## src/aiks_mul.sv

```systemverilog
// ----------------------------------------------------------------------------
// aiks_mul
// Shared signed 33x33 multiplier with a registered product.
// ----------------------------------------------------------------------------
module aiks_mul (
  input  logic               clk,
  input  logic signed [32:0] a,
  input  logic signed [32:0] b,
  output logic signed [65:0] prod
);
  logic signed [65:0] prod_r;

  always_ff @(posedge clk) begin
    prod_r <= 66'(a) * 66'(b);
  end

  assign prod = prod_r;
endmodule

```

## config.mk

```make
export PLATFORM = sky130hd
export DESIGN_NAME = aiks_mul
export DESIGN_NICKNAME = d
export VERILOG_FILES = /design/src/aiks_mul.sv
export SDC_FILE = /design/constraint.sdc
export NUM_CORES = 2
export LEC_CHECK = 0
export BUFFER_PORTS_ARGS = -buffer_cell sky130_fd_sc_hd__buf_2
export CORE_UTILIZATION = 55
export DETAILED_ROUTE_END_ITERATION = 6
export MAX_ROUTING_LAYER = met4
export PLACE_DENSITY = 0.79
export SETUP_SLACK_MARGIN = 0.15
export SYNTH_ARGS = -nofsm -noshare
export SYNTH_HDL_FRONTEND = slang
export SYNTH_SLANG_ARGS = --single-unit
```

## constraint.sdc

```tcl
create_clock -name clk -period 11.3 [get_ports clk]
set_clock_uncertainty 0.2 [all_clocks]
set_input_delay 1.695 -clock clk [delete_from_list [all_inputs] [get_ports clk]]
set_output_delay 1.695 -clock clk [all_outputs]
set_load 0.02 [all_outputs]
```

==> results.cfg <==
[yosys]
ys_seq_area_frac = 0.0324
synth_top_cell_area_share = 0.563
synth_cell_types = 80
synth-seq-cells = 66
syn-cell-area_um2 = 40700
syn_area_per_cell_um2 = 9.39
yosysTopAreaCell = fa_1
ys.flop_type = dfxtp_1
async_flop_share = 0
synth-edff-count = 0
synth_nets = 5767
syn_inst = 4338
yosys_warnings = 0
synthTopCellsByArea = fa_1 56%, inv_1 10%, and2_1 8.6%, ha_1 6.7%, nand2_1 5.1%

[sta]
finalMaxSlewViolations = 0
worst_pin_slew_ps = 1090
finalSetupViolCount = 0
min_period_over_period = 0.869
setup-tns-final_ps = 0
grt_setup_unrepaired = no
max_slew_margin = 0.271
hold_viol = 0
period_minus_slack_ps = 9820
fmax_ghz = 0.102

[layout]
area_growth_pct = 3.57
drive_gt1_frac = 0.0465
layout_common_cells = 1145 x fa_1, 1131 x inv_1, 562 x and2_1
largest_register_ffs = 66
fin_util = 0.577
final_common_cell = fa_1
final_cells = 5243
stdcell_area_um2 = 42200
finalNetCount = 5703

[drt]
wirelength_mm = 106
viasPerCell = 5.53
vias = 29000
drt-pass1-iter-count = 7
post-route-drc-count = 40
detail-route-antenna-nets = 0
drt-initial-drc-count = 1968
wire_per_inst_um = 20.2

[floorplanning]
chipWidth_um = 274
io_pins = 133
die_h_um = 274
die_area_um2 = 75200
start_util = 0.557
core_area_um2 = 73100
num_rows = 99

[cts]
path_clk_slew_ps = 90
cts-resized-gates = 0
htreeDepth = 3
post_cts_buffers = 0
numCtsBuffers = 9
cts_num_sinks = 66
hold_buffers = 0
cts.path.max_buffers = 2
cts_tree = built
root_buffer = clkbuf_16

[global_routing]
grt_pass1_vias = 32200
grt_pass1_wl_mm = 173
grt_max_degree = 34
global_route.usage.total = 0.312
gr-total-overflow = 0
antenna_found_initial = 4

[worst_setup_path]
cp_max_fo = 33
cp-end-kind = flop
arrival_ps = 9900
start_kind = input pin
path_class = in -> reg
cp.required_ps = 11390

[placed_design]
portBuffers = 132
routabilityCongestion = 0.944
dp_hpwl_mm = 87.1
placedCellCount = 5222
placed_cell_area_um2 = 41800

[run_status]
violations = design-rule violations
status = complete, but fails checks

[hold_path]
hold_path_class = in -> reg

[flow_run]
max_cap_violations = 0
cell families after synthesis:
group | Yosys count | share of synthesized area
and+or+nand+nor | 1271 | 0.158
AOI/OAI and AO/OA | 219 | 0.0407
adders and majority gates | 1362 | 0.629
DFF | 66 | 0.0324
xor gates and xnor gates | 68 | 0.0146
buffers and inverters | 1352 | 0.125
final cells by class:
| cell class | instances | area, um^2 |
|---|---|---|
| antenna | 5 | 12.5 |
| clock inverter | 7 | 100 |
| multi-input combinational | 2920 | 34300 |
| inverter | 1131 | 4250 |
| tap | 959 | 1200 |
| sequential | 66 | 1320 |
| timing repair buffer | 146 | 766 |
| clock buffer | 9 | 225 |
| fill | 6303 | 30900 |
path summary, 6_finish.rpt:
check | from | end | slack [ps] | cells after the start
worst max-delay path | b[0] | prod[58] | 1480 | 22
worst min-delay path | b[0] | prod[0] | 1740 | 2
cells in the mapped netlist, drive strengths merged, types with 9 or more instances:
cell and number:
nand3 26, xor2 25, a21o 38, and2 563, buf 13, a211oi 11
o21ai 33, o21bai 11, inv 1131, a31oi 9, nor2 68, nand4 12
nand2b 12, xnor2 43, ha 217, a21oi 61, nand2 551, fa 1145
clkbuf 208, dfxtp 66
per-layer routing:
| layer | track usage | vias to the layer above | routed length [um] |
|---|---|---|---|
| li1 | - | 12200 | - |
| met1 | 0.371 | 15200 | 38400 |
| met2 | 0.518 | 1271 | 54200 |
| met3 | 0.0405 | 330 | 7140 |
| met4 | 0.163 | 0 | 6200 |
| met5 | - | - | 0 |
stage by stage:
stage	hold slack (ps)	setup slack, ps
global route	1740	1170
CTS	1690	1510
finish	1740	1480
detailed placement	1910	1140
global placement	1910	1230
floorplan	1620	2170
worst max-delay path, cell delays in order:
cell	delay, ps
buf_2	520
nand2_1	210
inv_1	180
fa_1	500
fa_1	630
fa_1	670
fa_1	1310
fa_1	590
fa_1	500
fa_1	490
inv_1	50
fa_1	490
inv_1	50
ha_1	420
and3_1	200
nand3_1	100
nand2b_1	240
a2111oi_4	350
a211oi_4	90
a21oi_2	230
nor4b_2	80
a311oi_1	270
Power is not shown: default switching activity piles up to over one toggle a cycle in this logic, so the estimate is an artifact.
