## config.mk

```make
export PLATFORM = sky130hd
export DESIGN_NAME = aiks_divsqrt
export DESIGN_NICKNAME = d
export VERILOG_FILES = /design/src/aiks_pkg.sv /design/src/aiks_divsqrt.sv
export SDC_FILE = /design/constraint.sdc
export NUM_CORES = 1
export LEC_CHECK = 0
export BUFFER_PORTS_ARGS = -buffer_cell sky130_fd_sc_hd__buf_2
export CAP_MARGIN = 40
export CORE_MARGIN = 2
export CORE_UTILIZATION = 50
export DETAILED_ROUTE_END_ITERATION = 6
export PLACE_DENSITY = 0.75
export SLEW_MARGIN = 10
export SYNTH_ARGS = -nofsm -noshare
export SYNTH_HDL_FRONTEND = slang
export SYNTH_SLANG_ARGS = --single-unit
```

## constraint.sdc

```tcl
create_clock -name clk -period 10.6 [get_ports clk]
set_clock_uncertainty 0.15 [all_clocks]
set_input_delay 1.06 -clock clk [delete_from_list [all_inputs] [get_ports clk]]
set_output_delay 1.06 -clock clk [all_outputs]
set_load 0.01 [all_outputs]
```

## src/aiks_pkg.sv

```systemverilog
// ----------------------------------------------------------------------------
// aiks_pkg
// Shared types, register indexes and fixed-point constants of the arm solver.
// ----------------------------------------------------------------------------
package aiks_pkg;

  typedef logic signed [15:0] coord_t;
  typedef logic signed [17:0] angle_t;

  // request to the shared divide / square-root unit
  typedef struct packed {
    logic start;
    logic mode;
  } ds_req_t;

  localparam logic DS_DIV  = 1'b0;
  localparam logic DS_SQRT = 1'b1;

  localparam int CFG_IDX_W = 3;
  localparam logic [CFG_IDX_W-1:0] CFG_BASE_HEIGHT      = 3'd0;
  localparam logic [CFG_IDX_W-1:0] CFG_UPPER_ARM_LENGTH = 3'd1;
  localparam logic [CFG_IDX_W-1:0] CFG_FOREARM_LENGTH   = 3'd2;
  localparam logic [CFG_IDX_W-1:0] CFG_WRIST_OFFSET     = 3'd3;
  localparam logic [CFG_IDX_W-1:0] CFG_SMOOTHING_GAIN   = 3'd4;

  localparam logic OP_TARGET = 1'b0;
  localparam logic OP_TICK   = 1'b1;

  localparam int ATAN_N = 24;
  localparam logic signed [28:0] PI_Q24      = 29'sd52707179;
  localparam logic signed [17:0] HALF_PI_Q13 = 18'sd12868;

  // arctangent of 2^-i in Q.24 radians
  function automatic logic [23:0] atan_q24(input logic [4:0] i);
    logic [23:0] v;
    unique case (i)
      5'd0:    v = 24'd13176795;
      5'd1:    v = 24'd7778716;
      5'd2:    v = 24'd4110060;
      5'd3:    v = 24'd2086331;
      5'd4:    v = 24'd1047214;
      5'd5:    v = 24'd524117;
      5'd6:    v = 24'd262123;
      5'd7:    v = 24'd131069;
      5'd8:    v = 24'd65536;
      5'd9:    v = 24'd32768;
      5'd10:   v = 24'd16384;
      5'd11:   v = 24'd8192;
      5'd12:   v = 24'd4096;
      5'd13:   v = 24'd2048;
      5'd14:   v = 24'd1024;
      5'd15:   v = 24'd512;
      5'd16:   v = 24'd256;
      5'd17:   v = 24'd128;
      5'd18:   v = 24'd64;
      5'd19:   v = 24'd32;
      5'd20:   v = 24'd16;
      5'd21:   v = 24'd8;
      5'd22:   v = 24'd4;
      5'd23:   v = 24'd2;
      default: v = 24'd0;
    endcase
    return v;
  endfunction

endpackage

```

## src/aiks_divsqrt.sv

```systemverilog
// ----------------------------------------------------------------------------
// aiks_divsqrt
// Shared restoring divider and digit-by-digit square root, one bit a cycle.
// ----------------------------------------------------------------------------
module aiks_divsqrt (
  input  logic                clk,
  input  logic                rst_n,
  input  aiks_pkg::ds_req_t   req,
  input  logic [63:0]         op_a,
  input  logic [29:0]         den,
  output logic                done,
  output logic [31:0]         result
);
  import aiks_pkg::*;

  localparam logic [5:0] DIV_STEPS  = 6'd31;
  localparam logic [5:0] SQRT_STEPS = 6'd32;

  logic        busy_r, busy_nxt;
  logic        done_r, done_nxt;
  logic        mode_r, mode_nxt;
  logic [5:0]  cnt_r, cnt_nxt;
  logic [35:0] rem_r, rem_nxt;
  logic [31:0] acc_r, acc_nxt;
  logic [63:0] opa_r, opa_nxt;
  logic [29:0] den_r, den_nxt;

  logic [35:0] rem2, sub_a, sub_b, sel;
  logic [36:0] diff;
  logic        q_bit;

  // one shared subtractor: divisor for divide, trial root for square root
  always_comb begin
    rem2  = {rem_r[33:0], opa_r[63:62]};
    sub_a = (mode_r == DS_DIV) ? rem_r : rem2;
    sub_b = (mode_r == DS_DIV) ? {6'b0, den_r} : {2'b0, acc_r, 2'b01};
    diff  = {1'b0, sub_a} - {1'b0, sub_b};
    q_bit = ~diff[36];
    sel   = q_bit ? diff[35:0] : sub_a;
  end

  always_comb begin
    busy_nxt = busy_r;
    done_nxt = 1'b0;
    mode_nxt = mode_r;
    cnt_nxt  = cnt_r;
    rem_nxt  = rem_r;
    acc_nxt  = acc_r;
    opa_nxt  = opa_r;
    den_nxt  = den_r;
    if (req.start) begin
      busy_nxt = 1'b1;
      mode_nxt = req.mode;
      cnt_nxt  = (req.mode == DS_DIV) ? DIV_STEPS : SQRT_STEPS;
      rem_nxt  = (req.mode == DS_DIV) ? op_a[35:0] : 36'd0;
      acc_nxt  = 32'd0;
      opa_nxt  = op_a;
      den_nxt  = den;
    end else if (busy_r) begin
      rem_nxt = (mode_r == DS_DIV) ? {sel[34:0], 1'b0} : sel;
      acc_nxt = {acc_r[30:0], q_bit};
      opa_nxt = {opa_r[61:0], 2'b00};
      cnt_nxt = cnt_r - 6'd1;
      if (cnt_r == 6'd1) begin
        busy_nxt = 1'b0;
        done_nxt = 1'b1;
      end
    end
  end

  always_ff @(posedge clk) begin
    if (!rst_n) begin
      busy_r <= 1'b0;
      done_r <= 1'b0;
    end else begin
      busy_r <= busy_nxt;
      done_r <= done_nxt;
    end
    mode_r <= mode_nxt;
    cnt_r  <= cnt_nxt;
    rem_r  <= rem_nxt;
    acc_r  <= acc_nxt;
    opa_r  <= opa_nxt;
    den_r  <= den_nxt;
  end

  assign done   = done_r;
  assign result = acc_r;
endmodule

```

==> qor.yml <==
cpMaxStageDelayCell: "buf_4"
grt_use_total_pct: 22.0
dpl.hpwl_mm: 16.3
path_buf_inv: 4
setup_tns_ns: 0
yosys_warnings: 0
postSynth.asyncResetShare_pct: 0
intPower_w: 0.00177
cts-root-buf: "clkbuf_16"
dr.pass1.iters: 5
port_buffers: 130
coreArea_um2: 19500
clkSinkCount: 171
fmax_mhz: 192
clk_path_buf_depth: 2
wire_per_inst_um: 18.0
syn_area_per_cell_um2: 11.2
cp_num_cells: 16
end_kind: "flip-flop"
p_comb_share_pct: 45.6
h-tree-depth: 4
yosysTopAreaCellShare_pct: 41.4
syn_inst: 888
maxCapViolCount: 0
crit_type: "reg -> reg"
drc: 0
setup_viol: 0
netlist_area_um2: 9930
area_growth_pct: 15.1
die_y_um: 145
rows: 51
yosysTopAreaCell: "edfxtp_1"
final.min_clock_period_ns: 5.21
crit_fanout: 52
grt_pass1_wl_mm: 35.9
routed_wl_mm: 23.0
leakage_nw: 4.68
hold_violations: 0
postRouteAntennaNets: 0
ys_top_cells_by_area: "edfxtp_1, mux2_2, dfxtp_1"
max_stage_delay_ns: 0.61
powerDensity_nw_per_um2: 253
first_iter_violations: 643
gp_congestion: 0.868
irDropWorstVdd_mv: 0.164
antenna_found_initial: 0
clk_latency_ns: 0.44
r2r_slack_ns: 5.39
r2r-start: "mode_r$_DFFE_PP_"
synth-seq-area-share_pct: 48.3
final_util_pct: 58.7
io_pins: 131
p_seq_share_pct: 31.9
cts_buffers: 17
relSlewSlack_pct: 39.7
synth_edf_count: 137
switching_power_w: 0.00113
grt-ovfl-total: 0
synth_ff_type: "edfxtp_1"
die-area_um2: 21000
die_x_um: 145
cp_top_family: "compound AO/OA/AOI/OAI gates"
ctsHoldBuffers: 0
worst_ep_arrival_time_ns: 5.25
p_sw_share_pct: 38.9
first_global_vias: 6905
start_kind: "flip-flop"
timing.final.crit_share_pct: 49.2
initial_core_util_pct: 51.0
synth_cell_types: 57
tightest_slew_ns: 0.904
nets: 1133
cp.required_ns: 10.64
endpoint: "rem_r[21]$_DFFE_PP_"
hold_path.class: "reg -> reg"
crit_chain: "buf_4 > buf_4 > mux2i_1 > ha_1 > inv_1 > fa_1 > a211o_1 > a211oi_2 > a211oi_1 > a211oi_2 > o211ai_2 > and2_1 > buf_4 > mux2_4 > a22o_1 > a21o_1"
routed-via-count: 7407
status: "finished clean"
reg2reg_to: "rem_r[21]$_DFFE_PP_"
grt_max_degree: 72
ys_ff_latch: 171
crit_top_cell: "buf_4"
worstRegToRegCells: 16
cts_resized: 0
viasPerCell: 5.80
rsz0062_at_grt: "no"
crit_start: "mode_r$_DFFE_PP_"
cts_tree: "built"
drive_above_1_share_pct: 28.0
cts_setup_buffers: 0
pwr-share-clk_pct: 22.5
clk_pin_slew_worst_paths_ns: 0.07
finalMaxSlewViolations: 0
synth_nets: 1023
[worst reg2reg max path: cells and delay by family (launching register included)]
family / cells / cell delay, ns
compound gates: 7 / 1.52
fa+ha+maj: 2 / 0.63
buf+inv: 4 / 1.36
flops: 1 / 0.33
mux: 2 / 0.69
simple gates: 1 / 0.28
[per-stage QoR]
step | worst slack [ns] | std cells | instance area [µm²] | power [W] | hold WS, ns
6_report | 5.39 | 1277 | 11400 | 0.00289 | 0.399
5_1_grt | 5.11 | 1276 | 11400 | 0.00307 | 0.409
4_1_cts | 5.42 | 1276 | 11400 | 0.00287 | 0.399
3_5_place_dp | 5.44 | 1244 | 10800 | 0.00221 | 0.384
3_3_place_gp | 5.28 | 1240 | 10800 | 0.00218 | 0.376
2_1_floorplan | 6.27 | 888 | 9930 | 0.00192 | 0.375
[cells in the mapped netlist (6+ instances only)]
cell / number
clkbuf_1: 32
nand3_1: 8
nor2b_1: 6
o211ai_1: 7
xor2_1: 19
nand4_1: 8
mux2i_1: 67
mux2_2: 93
buf_1: 11
nor3_1: 7
and3_1: 6
a21oi_1: 60
a21o_1: 22
a31oi_1: 8
xnor2_1: 16
edfxtp_1: 137
a211oi_1: 10
o221ai_1: 18
nor2_1: 63
and2_1: 6
o21bai_1: 6
inv_1: 11
nand2_1: 89
ha_1: 36
o21ai_0: 38
dfxtp_1: 34
[placed cells by master (no fill, tap or decap), drive strengths merged, types with 21 or more instances in the layout]
cell | Yosys | routed
a21o | 22 | 22
a21oi | 60 | 60
buf | 18 | 141
dfxtp | 34 | 34
edfxtp | 137 | 137
ha | 36 | 36
inv | 11 | 21
mux2 | 94 | 94
mux2i | 67 | 67
nand2 | 89 | 89
nor2 | 63 | 63
o21ai | 41 | 41
[state kept, by name, indices dropped and copies added (netlist names)]
| signal | flops |
|---|---|
| opa_r | 64 |
| cnt_r | 6 |
| mode_r | 1 |
| rem_r | 36 |
| done | 1 |
| result | 32 |
| busy_r | 1 |
| den_r | 30 |
[layout make-up]
class	count	area, µm²
tap	265	332
timing repair buffer	141	766
clock inverter	15	176
fill	1589	8030
inverter	13	48.8
multi-input combinational	654	4880
clock buffer	17	425
antenna	1	2.50
sequential	171	4800
[worst min path at each step]
stage	startpoint	to	slack [ns]	depth (start not counted)
after CTS	opa_r[3]$_DFFE_PP_	opa_r[5]$_DFFE_PP_	0.40	1
after global routing	opa_r[3]$_DFFE_PP_	opa_r[5]$_DFFE_PP_	0.41	1
after detailed placement	opa_r[3]$_DFFE_PP_	opa_r[5]$_DFFE_PP_	0.38	1
after floorplan	opa_r[0]$_SDFFCE_PN0P_	opa_r[2]$_DFFE_PP_	0.37	1
final	opa_r[9]$_DFFE_PP_	opa_r[11]$_DFFE_PP_	0.40	1
after global placement	opa_r[34]$_DFFE_PP_	opa_r[36]$_DFFE_PP_	0.38	1
[metal layers]
layer	GRT usage (%)	part of all wire, %
met1	33.7	51
met2	31.1	41
met3	4.48	6.9
met4	6.64	1.6
met5	0	0
[logic make-up (layout without fill, tap and decap cells)]
| kind of cell | count (synthesis) | count (layout) | synth area share [%] |
|---|---|---|---|
| other | 0 | 1 | 0 |
| XOR/XNOR | 35 | 35 | 3.09 |
| AO/OA/AOI/OAI | 206 | 206 | 13.9 |
| adder cells (fa/ha/maj) | 37 | 37 | 4.74 |
| flip-flops | 171 | 171 | 48.3 |
| AND/OR/NAND/NOR | 213 | 213 | 9.54 |
| multiplexers | 163 | 163 | 17.9 |
| buffers and inverters | 63 | 186 | 2.56 |
[power by group through the flow]
stage,Clock [W],Combinational (W),Sequential (W)
after floorplan,0,0.00101,0.000906
after global placement,0,0.00125,0.000935
after detailed placement,0,0.00128,0.000931
after CTS,0.000662,0.00129,0.000921
after global routing,0.000687,0.00145,0.000934
final,0.000651,0.00132,0.000924
Power figures use the tool's default switching activity.
