--- config.mk ---
export PLATFORM = sky130hd
export DESIGN_NAME = aiks_cordic
export DESIGN_NICKNAME = d
export VERILOG_FILES = /design/src/aiks_pkg.sv /design/src/aiks_cordic.sv
export SDC_FILE = /design/constraint.sdc
export NUM_CORES = 1
export LEC_CHECK = 0
export ABC_AREA = 1
export BUFFER_PORTS_ARGS = -buffer_cell sky130_fd_sc_hd__buf_2
export CAP_MARGIN = 5
export CORE_MARGIN = 2
export CORE_UTILIZATION = 31
export DETAILED_ROUTE_END_ITERATION = 10
export MAX_ROUTING_LAYER = met4
export PLACE_DENSITY_LB_ADDON = 0.1
export SLEW_MARGIN = 20
export SYNTH_ARGS = -nofsm -noshare
export SYNTH_HDL_FRONTEND = slang
export SYNTH_SLANG_ARGS = --single-unit
--- constraint.sdc ---
create_clock -name clk -period 9.4 [get_ports clk]
set_input_delay 1.41 -clock clk [delete_from_list [all_inputs] [get_ports clk]]
set_output_delay 1.41 -clock clk [all_outputs]
set_load 0.01 [all_outputs]
--- src/aiks_pkg.sv ---
// ----------------------------------------------------------------------------
// aiks_pkg
// Shared types, register indexes and fixed-point constants of the arm solver.
// ----------------------------------------------------------------------------
package aiks_pkg;

  typedef logic signed [15:0] coord_t;
  typedef logic signed [17:0] angle_t;

  // request to the shared divide / square-root unit
  typedef struct packed {
    logic start;
    logic mode;
  } ds_req_t;

  localparam logic DS_DIV  = 1'b0;
  localparam logic DS_SQRT = 1'b1;

  localparam int CFG_IDX_W = 3;
  localparam logic [CFG_IDX_W-1:0] CFG_BASE_HEIGHT      = 3'd0;
  localparam logic [CFG_IDX_W-1:0] CFG_UPPER_ARM_LENGTH = 3'd1;
  localparam logic [CFG_IDX_W-1:0] CFG_FOREARM_LENGTH   = 3'd2;
  localparam logic [CFG_IDX_W-1:0] CFG_WRIST_OFFSET     = 3'd3;
  localparam logic [CFG_IDX_W-1:0] CFG_SMOOTHING_GAIN   = 3'd4;

  localparam logic OP_TARGET = 1'b0;
  localparam logic OP_TICK   = 1'b1;

  localparam int ATAN_N = 24;
  localparam logic signed [28:0] PI_Q24      = 29'sd52707179;
  localparam logic signed [17:0] HALF_PI_Q13 = 18'sd12868;

  // arctangent of 2^-i in Q.24 radians
  function automatic logic [23:0] atan_q24(input logic [4:0] i);
    logic [23:0] v;
    unique case (i)
      5'd0:    v = 24'd13176795;
      5'd1:    v = 24'd7778716;
      5'd2:    v = 24'd4110060;
      5'd3:    v = 24'd2086331;
      5'd4:    v = 24'd1047214;
      5'd5:    v = 24'd524117;
      5'd6:    v = 24'd262123;
      5'd7:    v = 24'd131069;
      5'd8:    v = 24'd65536;
      5'd9:    v = 24'd32768;
      5'd10:   v = 24'd16384;
      5'd11:   v = 24'd8192;
      5'd12:   v = 24'd4096;
      5'd13:   v = 24'd2048;
      5'd14:   v = 24'd1024;
      5'd15:   v = 24'd512;
      5'd16:   v = 24'd256;
      5'd17:   v = 24'd128;
      5'd18:   v = 24'd64;
      5'd19:   v = 24'd32;
      5'd20:   v = 24'd16;
      5'd21:   v = 24'd8;
      5'd22:   v = 24'd4;
      5'd23:   v = 24'd2;
      default: v = 24'd0;
    endcase
    return v;
  endfunction

endpackage

--- src/aiks_cordic.sv ---
// ----------------------------------------------------------------------------
// aiks_cordic
// Vectoring CORDIC atan2: half-plane fold, normalizing shifts, then rotations.
// ----------------------------------------------------------------------------
module aiks_cordic #(
  parameter int STEPS = 16
) (
  input  logic               clk,
  input  logic               rst_n,
  input  logic               start,
  input  logic signed [43:0] y_in,
  input  logic signed [43:0] x_in,
  output logic               done,
  output logic signed [28:0] angle
);
  import aiks_pkg::*;

  localparam int N = (STEPS < ATAN_N) ? STEPS : ATAN_N;
  localparam logic [4:0] LAST = 5'(N - 1);
  localparam logic signed [45:0] COARSE_LIMIT = 46'sd1 <<< 32;
  localparam logic signed [45:0] NORM_LIMIT   = 46'sd1 <<< 40;

  localparam logic [1:0] C_IDLE = 2'd0;
  localparam logic [1:0] C_NORM = 2'd1;
  localparam logic [1:0] C_ITER = 2'd2;

  logic [1:0]         cst_r, cst_nxt;
  logic               done_r, done_nxt;
  logic signed [45:0] x_r, x_nxt, y_r, y_nxt;
  logic signed [28:0] z_r, z_nxt;
  logic [4:0]         i_r, i_nxt;

  logic signed [45:0] ay, mag, xs, ys;
  logic signed [28:0] step_ang;

  always_comb begin
    ay       = y_r[45] ? -y_r : y_r;
    mag      = (x_r > ay) ? x_r : ay;
    xs       = x_r >>> i_r;
    ys       = y_r >>> i_r;
    step_ang = $signed({5'b0, atan_q24(i_r)});
  end

  always_comb begin
    cst_nxt  = cst_r;
    done_nxt = 1'b0;
    x_nxt    = x_r;
    y_nxt    = y_r;
    z_nxt    = z_r;
    i_nxt    = i_r;
    unique case (cst_r)
      C_IDLE: begin
        if (start) begin
          i_nxt = 5'd0;
          if (x_in == 44'sd0 && y_in == 44'sd0) begin
            z_nxt    = 29'sd0;
            done_nxt = 1'b1;
          end else if (x_in < 44'sd0) begin
            // fold the left half plane onto the right one
            x_nxt   = -46'(x_in);
            y_nxt   = -46'(y_in);
            z_nxt   = (y_in >= 44'sd0) ? PI_Q24 : -PI_Q24;
            cst_nxt = C_NORM;
          end else begin
            x_nxt   = 46'(x_in);
            y_nxt   = 46'(y_in);
            z_nxt   = 29'sd0;
            cst_nxt = C_NORM;
          end
        end
      end
      C_NORM: begin
        if (mag < COARSE_LIMIT) begin
          x_nxt = x_r <<< 8;
          y_nxt = y_r <<< 8;
        end else if (mag < NORM_LIMIT) begin
          x_nxt = x_r <<< 1;
          y_nxt = y_r <<< 1;
        end else begin
          cst_nxt = C_ITER;
        end
      end
      C_ITER: begin
        if (!y_r[45]) begin
          x_nxt = x_r + ys;
          y_nxt = y_r - xs;
          z_nxt = z_r + step_ang;
        end else begin
          x_nxt = x_r - ys;
          y_nxt = y_r + xs;
          z_nxt = z_r - step_ang;
        end
        i_nxt = i_r + 5'd1;
        if (i_r == LAST) begin
          cst_nxt  = C_IDLE;
          done_nxt = 1'b1;
        end
      end
      default: cst_nxt = C_IDLE;
    endcase
  end

  always_ff @(posedge clk) begin
    if (!rst_n) begin
      cst_r  <= C_IDLE;
      done_r <= 1'b0;
    end else begin
      cst_r  <= cst_nxt;
      done_r <= done_nxt;
    end
    x_r <= x_nxt;
    y_r <= y_nxt;
    z_r <= z_nxt;
    i_r <= i_nxt;
  end

  assign done  = done_r;
  assign angle = z_r;
endmodule

==> results.md, run 1 <==
- Pin count of the biggest net entering global routing: 93
- Cell Area, Synth: 29000 um^2
- DIE HEIGHT: 310 um
- First-pass GRT wire length: 212 mm
- Fmax: 138 MHz
- Nets: 5417
- Setup violators final: 0
- Clock transition at path regs: 90 ps
- Post-synth EDFFs: 126
- DRC violations left: 0
- Num ports: 121
- CP arrival: 7530 ps
- Layout Skew: 27.7 ps
- Most common cell on crit path: nand2_1
- WL/cell: 22.6 um
- Vias in the first global route: 31900
- Maximum root-to-sink buffer count: 2
- Hold Startpoint: cst_r[0]
- Relative slew margins: 0.218
- Register area: 4320 um^2
- Crit path cell chain: buf_4 > clkinv_2 > buf_4 > nand3_1 > nand2_1 > ha_1 > o21ai_0 > inv_1 > fa_1 > o21ai_0 > a21boi_0 > o21bai_1 > a21oi_1 > o21ai_0 > a21o_1 > nand2_1 > nand2_1 > nand2_1 > nand3_1 > nand2_1 > nand2_1 > nand2_1
- CP max stage delay: 860 ps
- Synth top area share: 0.193
- Worst-skew pair later-pin latency: 530 ps
- WP buf/inv: 4
- Final GP Congestion: 0.979
- Avg Inst Size Synth: 5.62 um^2
- Sequential area share after synthesis: 0.149
- Area growth syn-to-layout: 7.68%
- Initial antenna violation count: 5
- Total gr overflow: 0
- Inserted Clock Buffers: 17
- DRT Wirelength: 145 mm
- # fillers: 10900
- CTS root buf: clkbuf_16
- Cells after synthesis: 5161
- Final slew viol count: 0
- Async S/R FF share, synth: 0
- Fin crit share: 0.770
- Ys flop type: edfxtp_1
- # Max-Cap Violations: 0
- Core Area: 93000 um^2
- Starting Density: 0.312
- DR vias: 35400
- Tmin final: 7240 ps
- Setup TNS: 0 ps
- Critical path's slowest cell: clkinv_2
- Status: finished clean
- Critical path origin: i_r[4]
- Final setup margin: 2160 ps
- Worst-Margin Slew: 1160 ps
- Worst Hold Class: reg -> reg
- Post-CTS sizing: 0
- Worst setup SP type: register
- Synth top area cells: nand2_1 19%, nand3_1 14%, edfxtp_1 13%, ha_1 7.9%, inv_1 6.8%
- Hold Vio Cnt, Final: 0
- # rows: 112
- IO Port Bufs: 120
- H-tree depth: 4
- ANT nets after route: 0
- Die W: 310 um
- CTS tree: built
- Syn nets: 5438
- CP required: 9690 ps
- Hold buffers post-CTS: 0
- RSZ-0062 raised after global routing: false
- 1st-iter DRT viols: 4616
- Via density: 5.52
- Post-CTS Setup Bufs: 0
- Placed cell areas: 30600 um^2
- Pre-CTS setup slack: 2340 ps
- Warnings, synthesis: 0
- Synth cell count leaders: 1488 x nand2_1, 838 x nand3_1, 525 x inv_1, 488 x nor2_1, 339 x a21oi_1
- Worst Setup End Kind: register
- Die footprint: 96000 um^2
- Synth area leader: nand2_1
- Footprint of the multi-input gates: 21700 um^2
- All-Layer GR Usage: 0.306
- Total clock sinks: 153
- Synth Register Bits: 153
- Layout cells sized above 1: 0.0543
- Worst-path fanout max: 61
- Family with the most delay on the worst path: compound AO/OA/AOI/OAI gates
- Critical R2R Launch: i_r[4]
- Count leader, synth: nand2_1
- Synth cell types: 58
- Worst Path Class, Setup: reg -> reg
- Detailed Routing Iterations Pass 1: 5
- Detailed placement HPWL: 117 mm
- Final instance area: 31200 um^2
==> layer usage <==
metal  vias to the layer above  track usage  share of wire  routed length, um
li1                      17200            -              -                  -
met1                     16700        0.463           0.50              72200
met2                      1427        0.425           0.40              58700
met3                       105       0.0445          0.082              11900
met4                         0       0.0571          0.016               2310
met5                         -            -              0                  0
==> area by class of cell <==
class	count	share of cell area
clock buffer	17	0.0136
clock inverter	15	0.00601
inverter	543	0.0655
tap	1254	0.0503
sequential	153	0.138
antenna	2	0.000160
multi-input combinational	4259	0.695
timing repair buffer	166	0.0311
==> tightest hold or removal path: cells and delay by family (launching register included) <==
kind	cells	cell delay, ps
and+or+nand+nor	1	80
DFF	1	350
AOI/OAI and AO/OA	1	60
==> metrics by stage <==
step	instances	util	hold WS [ps]
3_3_place_gp	6375	0.329	514
3_5_place_dp	6375	0.329	520
4_1_cts	6407	0.336	531
2_1_floorplan	5161	-	472
5_1_grt	6407	0.336	564
6_report	6409	0.336	524
==> cells by family (layout without fill, tap and decap cells) <==
family | after synthesis | in the layout | share of synthesized area
AO/OA/AOI/OAI | 851 | 851 | 0.162
XOR/XNOR | 188 | 188 | 0.0568
adder cells (fa/ha/maj) | 186 | 186 | 0.0810
buffers and inverters | 749 | 741 | 0.104
flip-flops | 153 | 153 | 0.149
multiplexers | 2 | 2 | 0.000690
other | 0 | 2 | 0
AND/OR/NAND/NOR | 3032 | 3032 | 0.447
==> worst paths after layout <==
| check | endpoint | slack, ps | cells past startpoint |
|---|---|---|---|
| max | x_r[42] | 2160 | 22 |
| min | cst_r[0] | 520 | 2 |
| max reg2reg | x_r[42] | 2160 | 22 |
| min reg2reg | cst_r[0] | 520 | 2 |
==> placed cells by master, fill, tap and decap left out, drive strengths merged, types with 6 or more instances in the layout <==
master / count
a21boi: 8
a21o: 12
a21oi: 341
a31oi: 41
and2: 6
buf: 166
clkbuf: 17
clkinv: 10
dfxtp: 27
edfxtp: 126
ha: 183
inv: 547
nand2: 1492
nand3: 846
nand3b: 13
nand4: 48
nor2: 496
nor3: 75
nor4: 23
o211ai: 21
o21a: 31
o21ai: 342
o21bai: 20
o31ai: 10
or2: 28
xnor2: 52
xor2: 136
==> flip-flops by register name, indices dropped and copies added, names as in the netlist <==
name	cells
i_r	5
y_r	46
x_r	46
done	1
angle	29
cst_r	2
step_ang	24
Power of run 1 is not shown: default switching activity piles up to over one toggle a cycle in this logic, so the estimate is an artifact.
==> inputs of run 2 (changes only) <==
==> constraint.sdc (replaced) <==
create_clock -name clk -period 6.3 [get_ports clk]
set_input_delay 0.945 -clock clk [delete_from_list [all_inputs] [get_ports clk]]
set_output_delay 0.945 -clock clk [all_outputs]
set_load 0.01 [all_outputs]
==> results.md, run 2 (same netlist as run 1, synthesis figures left out) <==
- Status: finished clean
- Hold Vio Cnt, Final: 0
- Most frequent cells in the layout: 1488 x nand2_1, 836 x nand3_1, 521 x inv_1, 485 x nor2_1, 338 x a21oi_1
- Tmin final: 5910 ps
- Worst Hold Class: reg -> reg
- IO Port Bufs: 120
- Top sig layer: met4
- DRC violations left: 0
- Pin count of the biggest net entering global routing: 92
- Initial antenna violation count: 10
- Relative slew margins: 0.137
- # Max-Cap Violations: 0
- CP arrival: 6170 ps
- Core Area: 93000 um^2
- Fin util: 0.342
- H-tree depth: 4
- Area growth syn-to-layout: 9.62%
- ANT nets after route: 0
- # rows: 112
- Register area: 4320 um^2
- Nets: 5476
- Metal3 WL: 12.3 mm
- Num ports: 121
- Die W: 310 um
- Most common cell after layout, fill and taps aside: nand2_1
- DR vias: 35600
- # fillers: 10800
- Critical path's slowest cell: edfxtp_1
- Layout cells sized above 1: 0.0658
- CTS tree: built
- WL/cell: 22.5 um
- Inserted Clock Buffers: 17
- Detailed placement HPWL: 120 mm
- CP max stage delay: 530 ps
- Met2 wire len: 61.3 mm
- Vias in the first global route: 32500
- Starting Density: 0.312
- CTS root buf: clkbuf_16
- Layout Skew: 32.0 ps
- Post-CTS Setup Bufs: 0
- Worst-path fanout max: 48
- Via density: 5.50
- WP buf/inv: 5
- Total gr overflow: 0
- Maximum root-to-sink buffer count: 2
- DRT Wirelength: 146 mm
- Setup TNS: 0 ps
- Fmax: 169 MHz
- Clock transition at path regs: 100 ps
- Total clock sinks: 153
- Setup violators final: 0
- Die footprint: 96000 um^2
- Worst Setup End Kind: register
- Footprint of the multi-input gates: 21700 um^2
- Final slew viol count: 0
- First-pass GRT wire length: 215 mm
- Fin crit share: 0.937
- CP required: 6560 ps
- Most common cell on crit path: nand2_1
- Detailed Routing Iterations Pass 1: 7
- Final GP Congestion: 1.01
- M1 WL: 68.7 mm
- Final instance area: 31800 um^2
- 1st-iter DRT viols: 4135
- Worst-skew pair later-pin latency: 530 ps
- Placed cell areas: 31100 um^2
- Family with the most delay on the worst path: simple AND/OR/NAND/NOR gates
- Worst setup SP type: register
- Worst Path Class, Setup: reg -> reg
- Worst-Margin Slew: 1280 ps
- All-Layer GR Usage: 0.308
- DIE HEIGHT: 310 um
- RSZ-0062 raised after global routing: false
==> run 2: changes by cell type in the layout (fill, tap and decap cells not counted), moves of 2 or more <==
cell / previous run / this run
nor2_2: 6 / 8
nand3_2: 8 / 10
buf_4: 44 / 96
o21ai_0: 308 / 306
diode_2: 2 / 5
buf_12: 2 / 9
nand3_1: 838 / 836
nor2_1: 487 / 485
inv_6: 2 / 4
o21ai_1: 28 / 30
==> run 2: per-stage QoR <==
step | instances | hold slack, ps | worst slack (ps)
finish | 6471 | 519 | 394
global route | 6471 | 531 | 43.6
CTS | 6466 | 518 | 350
detailed placement | 6434 | 507 | 355
global placement | 6434 | 510 | 314
floorplan | 5161 | 472 | 894
==> run 2: routing by layer <==
metal / global-route usage / vias to the layer above
met5: - / -
met4: 0.0780 / 0
met3: 0.0458 / 166
met2: 0.447 / 1509
met1: 0.444 / 16600
li1: - / 17300
==> run 2: area by class of cell <==
| type | instances | area share |
|---|---|---|
| Antenna cell | 5 | 0.000394 |
| Clock buffer | 17 | 0.0134 |
| Clock inverter | 15 | 0.00583 |
| Inverter | 543 | 0.0645 |
| Multi-Input combinational cell | 4259 | 0.683 |
| Sequential cell | 153 | 0.136 |
| Tap cell | 1254 | 0.0494 |
| Timing Repair Buffer | 225 | 0.0472 |
==> run 2: path summary, 6_finish.rpt <==
path | slack (ps) | cells after the start | start | to
max | 390 | 25 | i_r[4] | x_r[44]
max reg2reg | 390 | 25 | i_r[4] | x_r[44]
min reg2reg | 520 | 2 | cst_r[0] | cst_r[0]
min | 520 | 2 | cst_r[0] | cst_r[0]
==> run 2: tightest hold or removal path: stages, from the launching register on <==
cell and delay [ps]:
dfxtp_1 350, nand2_1 80, a21oi_1 60
==> run 2: repair_timing <==
| item | CTS | global route |
|---|---|---|
| hold buffers | 0 | 0 |
| endpoints found under the setup margin | 0 | 8 |
| gates resized for setup | 0 | 10 |
Power of run 2 is left out for the same reason.
